### src/bcm_pkg.sv
// shared function codes for the bcm led row driver
package bcm_pkg;

  typedef enum logic [2:0] {
    FUNC_MOD_TICK  = 3'd0,
    FUNC_RAMP_TICK = 3'd1,
    FUNC_SET_LEVEL = 3'd2,
    FUNC_SET_COL   = 3'd3,
    FUNC_RAMP_START = 3'd4
  } func_e;

  localparam logic [7:0] WeightReset = 8'b1000_0000;
  localparam logic [7:0] ColIdle     = 8'hff;

endpackage

### src/bcm_led_row_driver_with_ramp_top.sv
// top level of the bcm led row driver with brightness ramp
//
// One input channel (in_valid_i / in_ready_o) carries a command word: a
// modulation tick, a ramp tick, a level write to a set of rows, a column
// select, or a ramp start. One output channel (out_valid_o / out_ready_i)
// returns one result word per command: the row drive pattern for the
// current bit weight, the active-low column lines and the ramp busy flag,
// all taken after the command has updated the state.
// The result of a word accepted at an edge is registered, valid after that
// edge. Throughput is one word per cycle unless the receiver stalls; the
// state update and result logic sit between handshake and result register.
// When the receiver stalls, the result register holds its word and a new
// command is taken in the same cycle that the held word is taken.
// Reset clears all levels, the column select and the ramp, sets the bit
// weight to the top bit and empties the result register.
module bcm_led_row_driver_with_ramp_top
  import bcm_pkg::*;
#(
  parameter int ROW_COUNT = 8
) (
  input  logic        clk_i,
  input  logic        rst_ni,
  input  logic        in_valid_i,
  output logic        in_ready_o,
  input  logic [2:0]  func_i,
  input  logic [7:0]  row_mask_i,
  input  logic [7:0]  level_i,
  input  logic [3:0]  column_i,
  input  logic [15:0] ramp_delay_i,
  input  logic [7:0]  ramp_top_i,
  input  logic        ramp_up_i,
  output logic        out_valid_o,
  input  logic        out_ready_i,
  output logic [7:0]  row_drive_o,
  output logic [7:0]  col_drive_o,
  output logic        ramp_busy_o
);

  logic [7:0]  row_level_q [ROW_COUNT];
  logic [7:0]  row_level_d [ROW_COUNT];
  logic [7:0]  bit_weight_q, bit_weight_d;
  logic [7:0]  weight_count_q, weight_count_d;
  logic [3:0]  column_select_q, column_select_d;
  logic [15:0] ramp_count_q, ramp_count_d;
  logic [7:0]  ramp_level_q, ramp_level_d;
  logic [7:0]  ramp_target_q, ramp_target_d;
  logic [15:0] ramp_period_q, ramp_period_d;
  logic [7:0]  ramp_rows_q, ramp_rows_d;
  logic        ramp_rising_q, ramp_rising_d;
  logic        ramp_running_q, ramp_running_d;

  logic        out_valid_q;
  logic [7:0]  row_drive_q, row_drive_d;
  logic [7:0]  col_drive_q, col_drive_d;
  logic        ramp_busy_q;

  logic        accept;
  logic        wr_en;
  logic [7:0]  wr_mask;
  logic [7:0]  wr_val;
  logic [7:0]  count_inc;

  assign in_ready_o = !out_valid_q || out_ready_i;
  assign accept     = in_valid_i && in_ready_o;
  assign count_inc  = weight_count_q + 8'd1;

  always_comb begin
    bit_weight_d    = bit_weight_q;
    weight_count_d  = weight_count_q;
    column_select_d = column_select_q;
    ramp_count_d    = ramp_count_q;
    ramp_level_d    = ramp_level_q;
    ramp_target_d   = ramp_target_q;
    ramp_period_d   = ramp_period_q;
    ramp_rows_d     = ramp_rows_q;
    ramp_rising_d   = ramp_rising_q;
    ramp_running_d  = ramp_running_q;
    wr_en   = 1'b0;
    wr_mask = row_mask_i;
    wr_val  = level_i;
    unique case (func_i)
      FUNC_MOD_TICK: begin
        if (count_inc >= bit_weight_q) begin
          bit_weight_d   = {bit_weight_q[6:0], bit_weight_q[7]};
          weight_count_d = 8'd0;
        end else begin
          weight_count_d = count_inc;
        end
      end
      FUNC_RAMP_TICK: begin
        if (ramp_running_q) begin
          if (ramp_count_q >= ramp_period_q) begin
            ramp_count_d = 16'd0;
            wr_mask      = ramp_rows_q;
            if (ramp_rising_q) begin
              if ({1'b0, ramp_level_q} + 9'd1 < {1'b0, ramp_target_q}) begin
                ramp_level_d = ramp_level_q + 8'd1;
                wr_en        = 1'b1;
                wr_val       = ramp_level_q + 8'd1;
              end else begin
                ramp_running_d = 1'b0;
              end
            end else begin
              wr_en = 1'b1;
              if (ramp_level_q > 8'd1) begin
                ramp_level_d = ramp_level_q - 8'd1;
                wr_val       = ramp_level_q - 8'd1;
              end else begin
                ramp_level_d   = 8'd0;
                wr_val         = 8'd0;
                ramp_running_d = 1'b0;
              end
            end
          end else begin
            ramp_count_d = ramp_count_q + 16'd1;
          end
        end
      end
      FUNC_SET_LEVEL: begin
        wr_en = 1'b1;
      end
      FUNC_SET_COL: begin
        column_select_d = column_i;
      end
      FUNC_RAMP_START: begin
        ramp_rows_d   = row_mask_i;
        ramp_period_d = ramp_delay_i;
        ramp_target_d = ramp_top_i;
        ramp_rising_d = ramp_up_i;
        ramp_count_d  = 16'd0;
        if (ramp_up_i) begin
          ramp_level_d   = 8'd0;
          wr_val         = 8'd0;
          wr_en          = (ramp_top_i != 8'd0);
          ramp_running_d = (ramp_top_i != 8'd0);
        end else begin
          ramp_level_d   = ramp_top_i;
          wr_val         = ramp_top_i;
          wr_en          = 1'b1;
          ramp_running_d = (ramp_top_i != 8'd0);
        end
      end
      default: begin
      end
    endcase
  end

  always_comb begin
    row_drive_d = 8'd0;
    for (int r = 0; r < ROW_COUNT; r++) begin
      row_level_d[r] = (wr_en && wr_mask[r]) ? wr_val : row_level_q[r];
      row_drive_d[r] = |(row_level_d[r] & bit_weight_d);
    end
    if (column_select_d[3]) begin
      col_drive_d = ColIdle;
    end else begin
      col_drive_d = ~(8'd1 << column_select_d[2:0]);
    end
  end

  always_ff @(posedge clk_i or negedge rst_ni) begin
    if (!rst_ni) begin
      for (int r = 0; r < ROW_COUNT; r++) begin
        row_level_q[r] <= 8'd0;
      end
      bit_weight_q    <= WeightReset;
      weight_count_q  <= 8'd0;
      column_select_q <= 4'd0;
      ramp_count_q    <= 16'd0;
      ramp_level_q    <= 8'd0;
      ramp_target_q   <= 8'd0;
      ramp_period_q   <= 16'd0;
      ramp_rows_q     <= 8'd0;
      ramp_rising_q   <= 1'b0;
      ramp_running_q  <= 1'b0;
      out_valid_q     <= 1'b0;
    end else begin
      if (accept) begin
        for (int r = 0; r < ROW_COUNT; r++) begin
          row_level_q[r] <= row_level_d[r];
        end
        bit_weight_q    <= bit_weight_d;
        weight_count_q  <= weight_count_d;
        column_select_q <= column_select_d;
        ramp_count_q    <= ramp_count_d;
        ramp_level_q    <= ramp_level_d;
        ramp_target_q   <= ramp_target_d;
        ramp_period_q   <= ramp_period_d;
        ramp_rows_q     <= ramp_rows_d;
        ramp_rising_q   <= ramp_rising_d;
        ramp_running_q  <= ramp_running_d;
        out_valid_q     <= 1'b1;
      end else if (out_ready_i) begin
        out_valid_q <= 1'b0;
      end
    end
  end

  always_ff @(posedge clk_i) begin
    if (accept) begin
      row_drive_q <= row_drive_d;
      col_drive_q <= col_drive_d;
      ramp_busy_q <= ramp_running_d;
    end
  end

  assign out_valid_o = out_valid_q;
  assign row_drive_o = row_drive_q;
  assign col_drive_o = col_drive_q;
  assign ramp_busy_o = ramp_busy_q;

  // weight stays one-hot and the counter stays below it
  assert property (@(posedge clk_i) disable iff (!rst_ni)
    $onehot(bit_weight_q) && (weight_count_q < bit_weight_q))
    else $error("bit weight or weight counter out of range");

  // idle ramp keeps its tick counter cleared
  assert property (@(posedge clk_i) disable iff (!rst_ni)
    !ramp_running_q |-> (ramp_count_q == 16'd0))
    else $error("ramp counter moved while idle");

  // tick counter never passes the step period
  assert property (@(posedge clk_i) disable iff (!rst_ni)
    ramp_count_q <= ramp_period_q)
    else $error("ramp counter past period");

  // a held word is not replaced while the receiver stalls
  assert property (@(posedge clk_i) disable iff (!rst_ni)
    (out_valid_q && !out_ready_i) |-> !accept)
    else $error("word taken while result register is full");

endmodule
### config.mk
export PLATFORM = sky130hd
export DESIGN_NAME = bcm_led_row_driver_with_ramp_top
export DESIGN_NICKNAME = d
export VERILOG_FILES = /design/src/bcm_pkg.sv /design/src/bcm_led_row_driver_with_ramp_top.sv
export SDC_FILE = /design/constraint.sdc
export NUM_CORES = 1
export LEC_CHECK = 0
export ABC_CLOCK_PERIOD_IN_PS = 6600
export BUFFER_PORTS_ARGS = -buffer_cell sky130_fd_sc_hd__buf_2
export CAP_MARGIN = 20
export CORE_UTILIZATION = 55
export DETAILED_ROUTE_END_ITERATION = 8
export PLACE_DENSITY = 0.8
export SLEW_MARGIN = 10
export SYNTH_ARGS = -nofsm -noshare
export SYNTH_HDL_FRONTEND = slang
export SYNTH_SLANG_ARGS = --single-unit
### constraint.sdc
create_clock -name clk_i -period 6.6 [get_ports clk_i]
set_input_delay 0.99 -clock clk_i [delete_from_list [all_inputs] [get_ports clk_i]]
set_output_delay 0.99 -clock clk_i [all_outputs]
set_load 0.05 [all_outputs]
# Word-level counts from Yosys, hierarchy flattened
# Index checks and enable logic that the tools add are counted.
[word_totals]
register_bits = 160
in_bits = 52
[classes]
addsub = 5
order_cmp = 4
n_eq_ne = 7
n_shift = 1
n_mux = 43
bitwise_logic = 9
n_reduce_logical = 27
[ops]
columns = ["op", "count"]
rows = [
  ["8-bit 2-to-1 mux", 24],
  ["8-bit bitwise AND", 8],
  ["8-bit OR reduction", 8],
  ["16-bit 2-to-1 mux", 2],
  ["16-bit case mux with 2 select lines", 1],
  ["8-bit case mux with 2 select lines", 2],
  ["16-bit by 1-bit adder with 16-bit output (second input constant)", 1],
  ["8-bit by 1-bit adder with 8-bit output (second input constant)", 2],
  ["16-bit >= comparator", 1],
  ["1-bit 2-to-1 mux", 11],
  ["8-bit by 1-bit adder with 9-bit output (second input constant)", 1],
  ["1-bit logical AND", 9],
  ["9-bit by 8-bit < comparator with 1-bit output", 1],
  ["8-bit >= comparator", 1],
  ["8-bit by 1-bit > comparator with 1-bit output (second input constant)", 1],
  ["8-bit NOT", 1],
  ["8-bit nonzero test", 1],
  ["1-bit by 3-bit << shifter with 8-bit output (first input constant)", 1],
  ["8-bit by 1-bit subtractor with 8-bit output (second input constant)", 1],
  ["3-bit by 2-bit equality test with 1-bit output (second input constant)", 2],
  ["5-bit AND reduction", 1],
  ["4-bit 2-to-1 mux", 1],
  ["2-bit != test (second input constant)", 2],
  ["2-bit AND reduction", 2],
  ["other kinds (10)", 11],
]

# Logic depth before layout (Yosys ltp)
# Gate-level depths: netlist of run 1.
[logic_depth]
ltp_word = 11
mapped_depth = 16

# Worst setup path after synthesis of run 1
# OpenSTA, ideal clock, no wires.
[synth_timing]
kind = "flip-flop to flip-flop"
from = "register ramp_level_q[0]"
to = "register row_drive_q[1], in the netlist row_drive_o[1] (data pin)"
setup_time_ns = 0.272
arrival_ns = 3.748
required_ns = 6.328
setup_slack_ns = 2.580
path_stages_with_launch = 15
cell_sequence = "dfrtp_1 > clkbuf_1 > inv_1 > ha_1 > ha_1 > a21boi_0 > o21a_1 > o2111ai_1 > a211oi_1 > o31ai_1 > o221ai_1 > clkbuf_1 > o21ai_0 > o2111ai_1 > or4_1"
[synth_via]
elab_chain_cells = 11
[synth_rtl]
columns = ["element", "line", "text"]
rows = [
  ["start, declared", "bcm_led_row_driver_with_ramp_top.sv:45", "logic [7:0] ramp_level_q, ramp_level_d;"],
  ["start signal, assigned", "bcm_led_row_driver_with_ramp_top.sv:186", "ramp_level_q <= ramp_level_d;"],
  ["8-bit by 1-bit adder with 9-bit output", "bcm_led_row_driver_with_ramp_top.sv:96", "if ({1'b0, ramp_level_q} + 9'd1 < {1'b0, ramp_target_q}) begin"],
  ["9-bit by 8-bit < comparator with 1-bit output", "bcm_led_row_driver_with_ramp_top.sv:96", ""],
  ["1-bit 2-to-1 mux", "bcm_led_row_driver_with_ramp_top.sv:96", ""],
  ["1-bit 2-to-1 mux", "bcm_led_row_driver_with_ramp_top.sv:95", "if (ramp_rising_q) begin"],
  ["1-bit 2-to-1 mux", "bcm_led_row_driver_with_ramp_top.sv:92", "if (ramp_count_q >= ramp_period_q) begin"],
  ["1-bit 2-to-1 mux", "bcm_led_row_driver_with_ramp_top.sv:91", "if (ramp_running_q) begin"],
  ["1-bit case mux with 3 select lines", "bcm_led_row_driver_with_ramp_top.sv:81", "unique case (func_i)"],
  ["1-bit logical AND", "bcm_led_row_driver_with_ramp_top.sv:151", "row_level_d[r] = (wr_en && wr_mask[r]) ? wr_val : row_level_q[r];"],
  ["8-bit 2-to-1 mux *", "bcm_led_row_driver_with_ramp_top.sv:151", ""],
  ["8-bit bitwise AND *", "bcm_led_row_driver_with_ramp_top.sv:152", "row_drive_d[r] = |(row_level_d[r] & bit_weight_d);"],
  ["8-bit OR reduction *", "bcm_led_row_driver_with_ramp_top.sv:152", ""],
  ["via row_drive_d[1]", "bcm_led_row_driver_with_ramp_top.sv:53", "logic [7:0] row_drive_q, row_drive_d;"],
  ["end signal, assigned", "bcm_led_row_driver_with_ramp_top.sv:201", "row_drive_q <= row_drive_d;"],
  ["end, declared", "bcm_led_row_driver_with_ramp_top.sv:53", ""],
]
# The timed path passes the listed nets; every way through them passes the cells marked *.
# A chain may end at the register's enable or synchronous reset.

# Worst setup path in the final report of run 1
[layout_timing]
from = "register ramp_level_q[3]"
to = "register row_drive_q[0], in the netlist row_drive_o[0] (data pin)"
# The elaborated chain is that of the path after synthesis.

==> results of run 1 <==
[critical path: cells and delay by family, from the launching register on]
| kind | cells | cell delay (ns) |
|---|---|---|
| AOI/OAI and AO/OA | 5 | 1.95 |
| xor gates and xnor gates | 1 | 0.21 |
| adders and majority gates | 1 | 0.28 |
| DFF | 1 | 0.65 |
| and+or+nand+nor | 6 | 1.65 |
[power groups by stage]
stage / registers [mW] / clock network, mW / logic, mW
2_1_floorplan: 1.50 / 0 / 1.06
3_5_place_dp: 1.50 / 0 / 1.49
5_1_grt: 1.53 / 1.02 / 1.70
3_3_place_gp: 1.49 / 0 / 1.45
4_1_cts: 1.49 / 0.984 / 1.51
6_report: 1.49 / 0.976 / 1.54
[Yosys cell counts (all sizes together), types with 11 or more instances]
master	count
dfrtp	142
mux2	57
a21oi	71
o211ai	12
clkbuf	35
nand4	21
o21ai	109
nand3	21
o2111ai	11
and2	11
inv	70
or4	12
ha	36
a31oi	33
buf	14
edfxtp	17
mux2i	16
nand2	130
nor2	93
xor2	14
[metrics by stage]
stage               instances  total power [mW]  hold WS (ns)    util
floorplan                1040             2.567        0.4422       -
global placement         1298             2.941        0.4546  0.5980
detailed placement       1298             2.994        0.4639  0.5980
CTS                      1330             3.975        0.4772  0.6327
global route             1332             4.245        0.5218  0.6336
finish                   1332             4.001        0.4832  0.6336
[registers in the layout (all words and copies together) (netlist names)]
register	flops
ramp_running_q	1
ramp_level_q	8
col_drive_o	8
ramp_rising_q	1
ramp_count_q	16
weight_count_q	8
row_drive_o	8
bit_weight_q	8
ramp_rows_q	8
row_level_q	64
ramp_busy_o	1
column_select_q	4
ramp_target_q	8
out_valid_o	1
ramp_period_q	16
[cells by family after synthesis]
group	Yosys count	synth area share
compound gates	293	0.1921
xor+xnor	22	0.02049
fa+ha+maj	36	0.04789
buf+inv	119	0.05055
flops	160	0.4349
mux	73	0.08567
simple gates	337	0.1684
[path summary, 6_finish.rpt]
path / from / to / slack (ns) / cells past startpoint
min in group asynchronous: rst_ni / column_select_q[0] / 0.61 / 1
max in group asynchronous: rst_ni / ramp_count_q[12] / 4.69 / 2
max: ramp_level_q[3] / row_drive_o[0] / 1.58 / 13
min: row_level_q[56] / row_level_q[56] / 0.48 / 2
max reg2reg: ramp_level_q[3] / row_drive_o[0] / 1.58 / 13
min reg2reg: row_level_q[56] / row_level_q[56] / 0.48 / 2
[layer usage]
metal / vias to the layer above / global-route usage / routed length (um)
met2: 408 / 0.4459 / 11030
met3: 74 / 0.04713 / 1762
met1: 3915 / 0.3904 / 10170
met4: 0 / 0.1424 / 895
li1: 3865 / - / -
met5: - / 0 / 0
[area by class of cell]
cell class | count | area (sq um) | share of cell area
Clock buffer | 24 | 471.7 | 0.04473
Tap cell | 220 | 275.3 | 0.02610
Clock inverter | 8 | 106.4 | 0.01009
Multi-Input combinational cell | 761 | 4840 | 0.4589
Timing Repair Buffer | 89 | 499.2 | 0.04734
Sequential cell | 160 | 4090 | 0.3879
Inverter | 70 | 262.8 | 0.02492
==> PnR_summary.wiki, run 1 <==
{| class="wikitable"
! Metric !! Value
|-
| Final setup slack of the worst path || 1.580 ns
|-
| Clock buffer count from CTS || 17
|-
| Most used flip-flop cell after synthesis || dfrtp_1
|-
| Peak clock frequency supported by timing || 0.1992 GHz
|-
| Routability cong. || 0.9740
|-
| Proportion of synthesized chip area in sequential cells || 0.4349
|-
| Drt drc || 0
|-
| Total of buffers placed on input and output ports || 70
|-
| Filler cells || 1,343
|-
| Count of synthesis-stage warnings from yosys || 0
|-
| Standard-cell row count || 47
|-
| Detailed-router iteration count before antenna repair || 6
|-
| Share of flip-flops with an asynchronous set or reset after synthesis || 0.8938
|-
| GR Overflow Total || 0
|-
| Peak ir drop on the vdd network || 0.2233 mV
|-
| Largest net degree at the start of global routing || 84
|-
| Cts-stage hold buffer count || 0
|-
| Initial Utilization || 0.5651
|-
| Critical path startpoint category || register
|-
| Die Area || 17,630 sq um
|-
| Horizontal die dimension || 132.8 um
|-
| Cell area after synthesis || 9405 sq um
|-
| Unrepaired setup endpoints after global routing || false
|-
| Commonest non-fill, non-tap cell in the layout || dfrtp_1
|-
| Sequential Power Share || 0.372
|-
| I/O pin count || 71
|-
| Top library cells by usage in the layout, fill and taps aside || dfrtp_1 (142), nand2_1 (130), o21ai_0 (96)
|-
| Post-synth EDFFs || 17
|-
| Synthesized area divided by synthesized cell count || 9.044 sq um
|-
| Library cell with the largest summed area after synthesis || dfrtp_1
|-
| Worst slack, placed || 1.713 ns
|-
| Postcts setup bufs || 0
|-
| Fraction of final layout cells sized beyond drive strength 1 || 0.1745
|-
| Max-cap violations || 0
|-
| Post_cts resized || 0
|-
| Leakage component of the power || 4.604 nW
|-
| Largest stage delay on the critical path || 0.80 ns
|-
| Routed wire length per instance || 17.92 um
|-
| Endpoint required time on the critical path || 6.76 ns
|-
| Ranking of synthesized cells by area || dfrtp_1 (38%), mux2_2 (6.8%), edfxtp_1 (5.4%), nand2_1 (5.2%), o21ai_0 (5.1%)
|-
| Count of distinct cell types in the synthesized netlist || 76
|-
| Internal power of the cells || 2.449 mW
|-
| Post-DP HPWL || 16.23 mm
|-
| Data arrival at the endpoint of the critical path || 5.18 ns
|-
| Max Slew Vio Count || 0
|-
| Antenna-violating nets left || 0
|-
| Power density cells || 379.4 nW/um^2
|-
| Setup Viol. Count Final || 0
|-
| Total number of nets in the final design || 1,187
|-
| Detailed router's first-iteration violation count || 831
|-
| Critical-path maximum fanout || 17
|-
| Final critical path time including I/O delays and setup || 5.020 ns
|-
| GRT Util Overall || 0.2868
|-
| Switching fraction of total power || 0.3879
|-
| Average vias per placed instance || 6.203
|-
| Result of the run || completed
|-
| Clock transition time at the flip-flop clock pins of the worst setup and hold paths || 0.06 ns
|-
| Final hold violations || 0
|-
| Number of instances in the synthesized netlist || 1,040
|-
| Switching component of the power || 1.552 mW
|-
| Clock tree buffer depth || 2
|-
| Max H-tree Level || 4
|-
| Aggregate negative setup slack || 0 ns
|-
| Endpoint class of the critical path || register
|-
| CTS tree || done
|-
| CP max stage cell || a221oi_4
|-
| Critical Path, Cell by Cell || nand4_1 -> nor2_1 -> xor2_1 -> ha_1 -> and3_1 -> nor2b_1 -> nor3_2 -> a211o_1 -> a31oi_1 -> a221oi_4 -> o22ai_1 -> a221o_1 -> or4_1
|-
| Core box area || 16,640 sq um
|-
| Number of synthesized register bits || 160
|-
| Proportion of power drawn by combinational gates || 0.384
|-
| Number of sinks on the clock net || 160
|-
| Area of all placed cells without fillers || 10,550 sq um
|-
| Final cycle utilization of the critical path || 0.7606
|-
| Clock network fraction of design power || 0.244
|-
| Start-to-end type of the worst setup path || reg2reg
|-
| Antenna diodes || 0
|-
| Wire length of the first global-routing pass || 39.61 mm
|-
| Vias in the first global route || 7,847
|-
| Placed cell area || 9952 sq um
|-
| Class of the most critical hold timing path || reg2reg
|-
| Mapped Nets || 1,128
|-
| Total Routed Length || 23.87 mm
|-
| Portion of synthesized cell area occupied by the leading cell type || 0.3778
|-
| Die Y || 132.8 um
|-
| Area added between synthesis and finish || 12.12%
|-
| Later-pin clock latency in the skew report || 0.43 ns
|-
| Total number of vias || 8,262
|-
| Root Buffer || clkbuf_16
|-
| Worst Clk Skew || 0.009087 ns
|-
| Initial antenna violation count || 0
|-
| Measured slew at the worst slew-check pin || 1.101 ns
|-
| Worst slew margin || 0.2451
|}
(Power assumes the default switching activity.)
==> run 2: changes to the inputs <==
ABC_CLOCK_PERIOD_IN_PS = 4650   (was 6600)
clock period = 4.65 ns   (was 6.6 ns; I/O delays follow)
==> run 2 against run 1 <==
Sequential power is 40% higher. Clock power up 59%. Clock-buffer cell count fell by 4. Non-clock buffer count rose by 22. Clock skew up 0.00080 ns. Critical path type unchanged. Critical endpoint is now row_drive_o[7].
==> PnR_summary.wiki, run 2 (synthesis results as in run 1) <==
{| class="wikitable"
! Metric !! Value
|-
| Slack of the worst reg-to-reg path || 0.32 ns (-1.26 ns)
|-
| Standard-cell row count || 47 (unchanged)
|-
| Area added between synthesis and finish || 14.66%
|-
| Worst-case reg-to-reg path depth || 14 (+1)
|-
| Clock tree buffer depth || 2 (unchanged)
|-
| Average vias per placed instance || 6.188 (-0.23%)
|-
| Total number of nets in the final design || 1,209 (+1.9%)
|-
| Peak clock frequency supported by timing || 0.2310 GHz (+16%)
|-
| Top library cells by usage in the layout, fill and taps aside || dfrtp_1 (142), nand2_1 (130), o21ai_0 (96)
|-
| Clock transition time at the flip-flop clock pins of the worst setup and hold paths || 0.06 ns (about the same)
|-
| Unrepaired setup endpoints after global routing || false
|-
| Horizontal die dimension || 132.8 um (unchanged)
|-
| Wire length of the first global-routing pass || 41.19 mm (+4.0%)
|-
| Setup Viol. Count Final || 0 (unchanged)
|-
| Final cycle utilization of the critical path || 0.9308 (+0.1703)
|-
| Largest net degree at the start of global routing || 87 (+3.6%)
|-
| Critical-path maximum fanout || 12 (-5)
|-
| Number of sinks on the clock net || 160 (unchanged)
|-
| Endpoint class of the critical path || register
|-
| Fraction of final layout cells sized beyond drive strength 1 || 0.1931 (+0.01866)
|-
| Data arrival at the endpoint of the critical path || 4.50 ns (-0.68 ns)
|-
| Later-pin clock latency in the skew report || 0.44 ns (about the same)
|-
| Max H-tree Level || 4 (unchanged)
|-
| I/O pin count || 71 (unchanged)
|-
| Final hold violations || 0 (unchanged)
|-
| Routed wire length per instance || 18.47 um (+3.1%)
|-
| Initial antenna violation count || 0 (unchanged)
|-
| Total Routed Length || 25.01 mm (+4.8%)
|-
| Start-to-end type of the worst setup path || reg2reg
|-
| Number of flip-flops in the largest register || 64 (unchanged)
|-
| Area of all placed cells without fillers || 10,780 sq um (+2.3%)
|-
| Largest reg by FF count || row_level_q
|-
| Class of the most critical hold timing path || in2async
|-
| Result of the run || completed
|-
| Postcts setup bufs || 0 (unchanged)
|-
| Post-DP HPWL || 17.13 mm (+5.6%)
|-
| Drt drc || 0 (unchanged)
|-
| Root Buffer || clkbuf_16
|-
| Placed cell area || 10,120 sq um (+1.7%)
|-
| Detailed router's first-iteration violation count || 623 (-25%)
|-
| Endpoint required time on the critical path || 4.82 ns (-1.94 ns)
|-
| Initial Utilization || 0.5651 (unchanged)
|-
| Leakage component of the power || 4.752 nW (+3.2%)
|-
| Routability cong. || 0.9542 (-2.0%)
|-
| Commonest non-fill, non-tap cell in the layout || dfrtp_1
|-
| Antenna diodes || 0 (unchanged)
|-
| Total number of vias || 8,379 (+1.4%)
|-
| Aggregate negative setup slack || 0 ns (unchanged)
|-
| Total of buffers placed on input and output ports || 70 (unchanged)
|-
| Vias in the first global route || 8,153 (+3.9%)
|-
| Max-cap violations || 0 (unchanged)
|-
| Peak ir drop on the vdd network || 0.3276 mV (+47%)
|-
| Worst Clk Skew || 0.009890 ns (+0.0008036 ns)
|-
| GRT Util Overall || 0.2990 (+0.01220)
|-
| Die Y || 132.8 um (unchanged)
|-
| Core box area || 16,640 sq um (unchanged)
|-
| Post_cts resized || 0 (unchanged)
|-
| Cts-stage hold buffer count || 0 (unchanged)
|-
| Detailed-router iteration count before antenna repair || 7 (+1)
|-
| Max Slew Vio Count || 0 (unchanged)
|-
| Antenna-violating nets left || 0 (unchanged)
|-
| Clock buffer count from CTS || 17 (unchanged)
|-
| Critical path startpoint category || register
|-
| Worst R2R End || row_drive_o[7]
|-
| Die Area || 17,630 sq um (unchanged)
|-
| Launching point of the worst reg2reg path || ramp_level_q[1]
|-
| Final critical path time including I/O delays and setup || 4.328 ns (-0.6915 ns)
|-
| CTS tree || done
|-
| Worst slew margin || 0.3481 (+0.1030)
|-
| GR Overflow Total || 0 (unchanged)
|-
| Power density cells || 553.8 nW/um^2 (+46%)
|-
| Measured slew at the worst slew-check pin || 0.9736 ns (-0.1272 ns)
|-
| Largest registers || row_level_q (64), ramp_count_q (16), ramp_period_q (16)
|}
[run 2: cell types whose count changed in the layout (fill, tap and decap cells not counted), moves of 2 or more]
cell	before	now
bufinv_16	2	5
buf_4	18	41
clkbuf_8	2	0
clkbuf_1	5	3
[run 2: how the worst max path moves through the flow]
| stage | to | startpoint | cells after the start |
|---|---|---|---|
| 2_1_floorplan | row_drive_o[1] | ramp_level_q[0] | 14 |
| 3_3_place_gp | row_drive_o[0] | ramp_level_q[1] | 15 |
| 3_5_place_dp | row_drive_o[2] | ramp_level_q[1] | 14 |
| 4_1_cts | row_drive_o[2] | ramp_level_q[1] | 14 |
| 5_1_grt | row_drive_o[7] | ramp_level_q[1] | 15 |
| 6_report | row_drive_o[7] | ramp_level_q[1] | 14 |
[run 2: stage by stage]
stage | instances | total power, mW | hold slack (ns) | utilization | worst slack (ns)
floorplan | 1040 | 3.643 | 0.4019 | - | 0.6305
finish | 1354 | 5.973 | 0.3052 | 0.6480 | 0.3216
global placement | 1321 | 4.285 | 0.4561 | 0.6084 | 0.3446
global route | 1354 | 6.310 | 0.3672 | 0.6480 | 0.07997
CTS | 1353 | 5.934 | 0.3397 | 0.6471 | 0.1692
detailed placement | 1321 | 4.360 | 0.4705 | 0.6084 | 0.2498
[run 2: worst max-delay path, cell delays in order, from the launching register on]
cell,delay (ns)
dfrtp_1,0.55
ha_1,0.30
inv_1,0.06
nor2_1,0.12
xor2_1,0.22
ha_1,0.29
and3_1,0.19
nor2b_1,0.16
nor3_4,0.30
a211oi_1,0.17
nor3_1,0.27
o211ai_1,0.46
mux2i_1,0.30
o2111ai_1,0.13
or4_1,0.54
[run 2: power by group]
part           total [mW]  switching (mW)  internal (mW)
combinational        2.34            1.43          0.905
sequential           2.09           0.269           1.82
clock                1.55           0.586          0.959
total                5.97            2.29           3.69
[run 2: final cells by class]
class	instances	area (sq um)
clock buffer	20	436.7
timing repair buffer	111	664.4
multi-input combinational	761	4847
clock inverter	12	207.7
fill	1356	5858
sequential	160	4090
tap	220	275.3
inverter	70	262.8
[run 2: metal layers]
metal / vias to the layer above / track usage / wire (um)
met5: - / 0 / 0
met1: 3980 / 0.4033 / 10870
met4: 0 / 0.1507 / 984
li1: 3902 / - / -
met3: 102 / 0.05057 / 1812
met2: 395 / 0.4670 / 11350
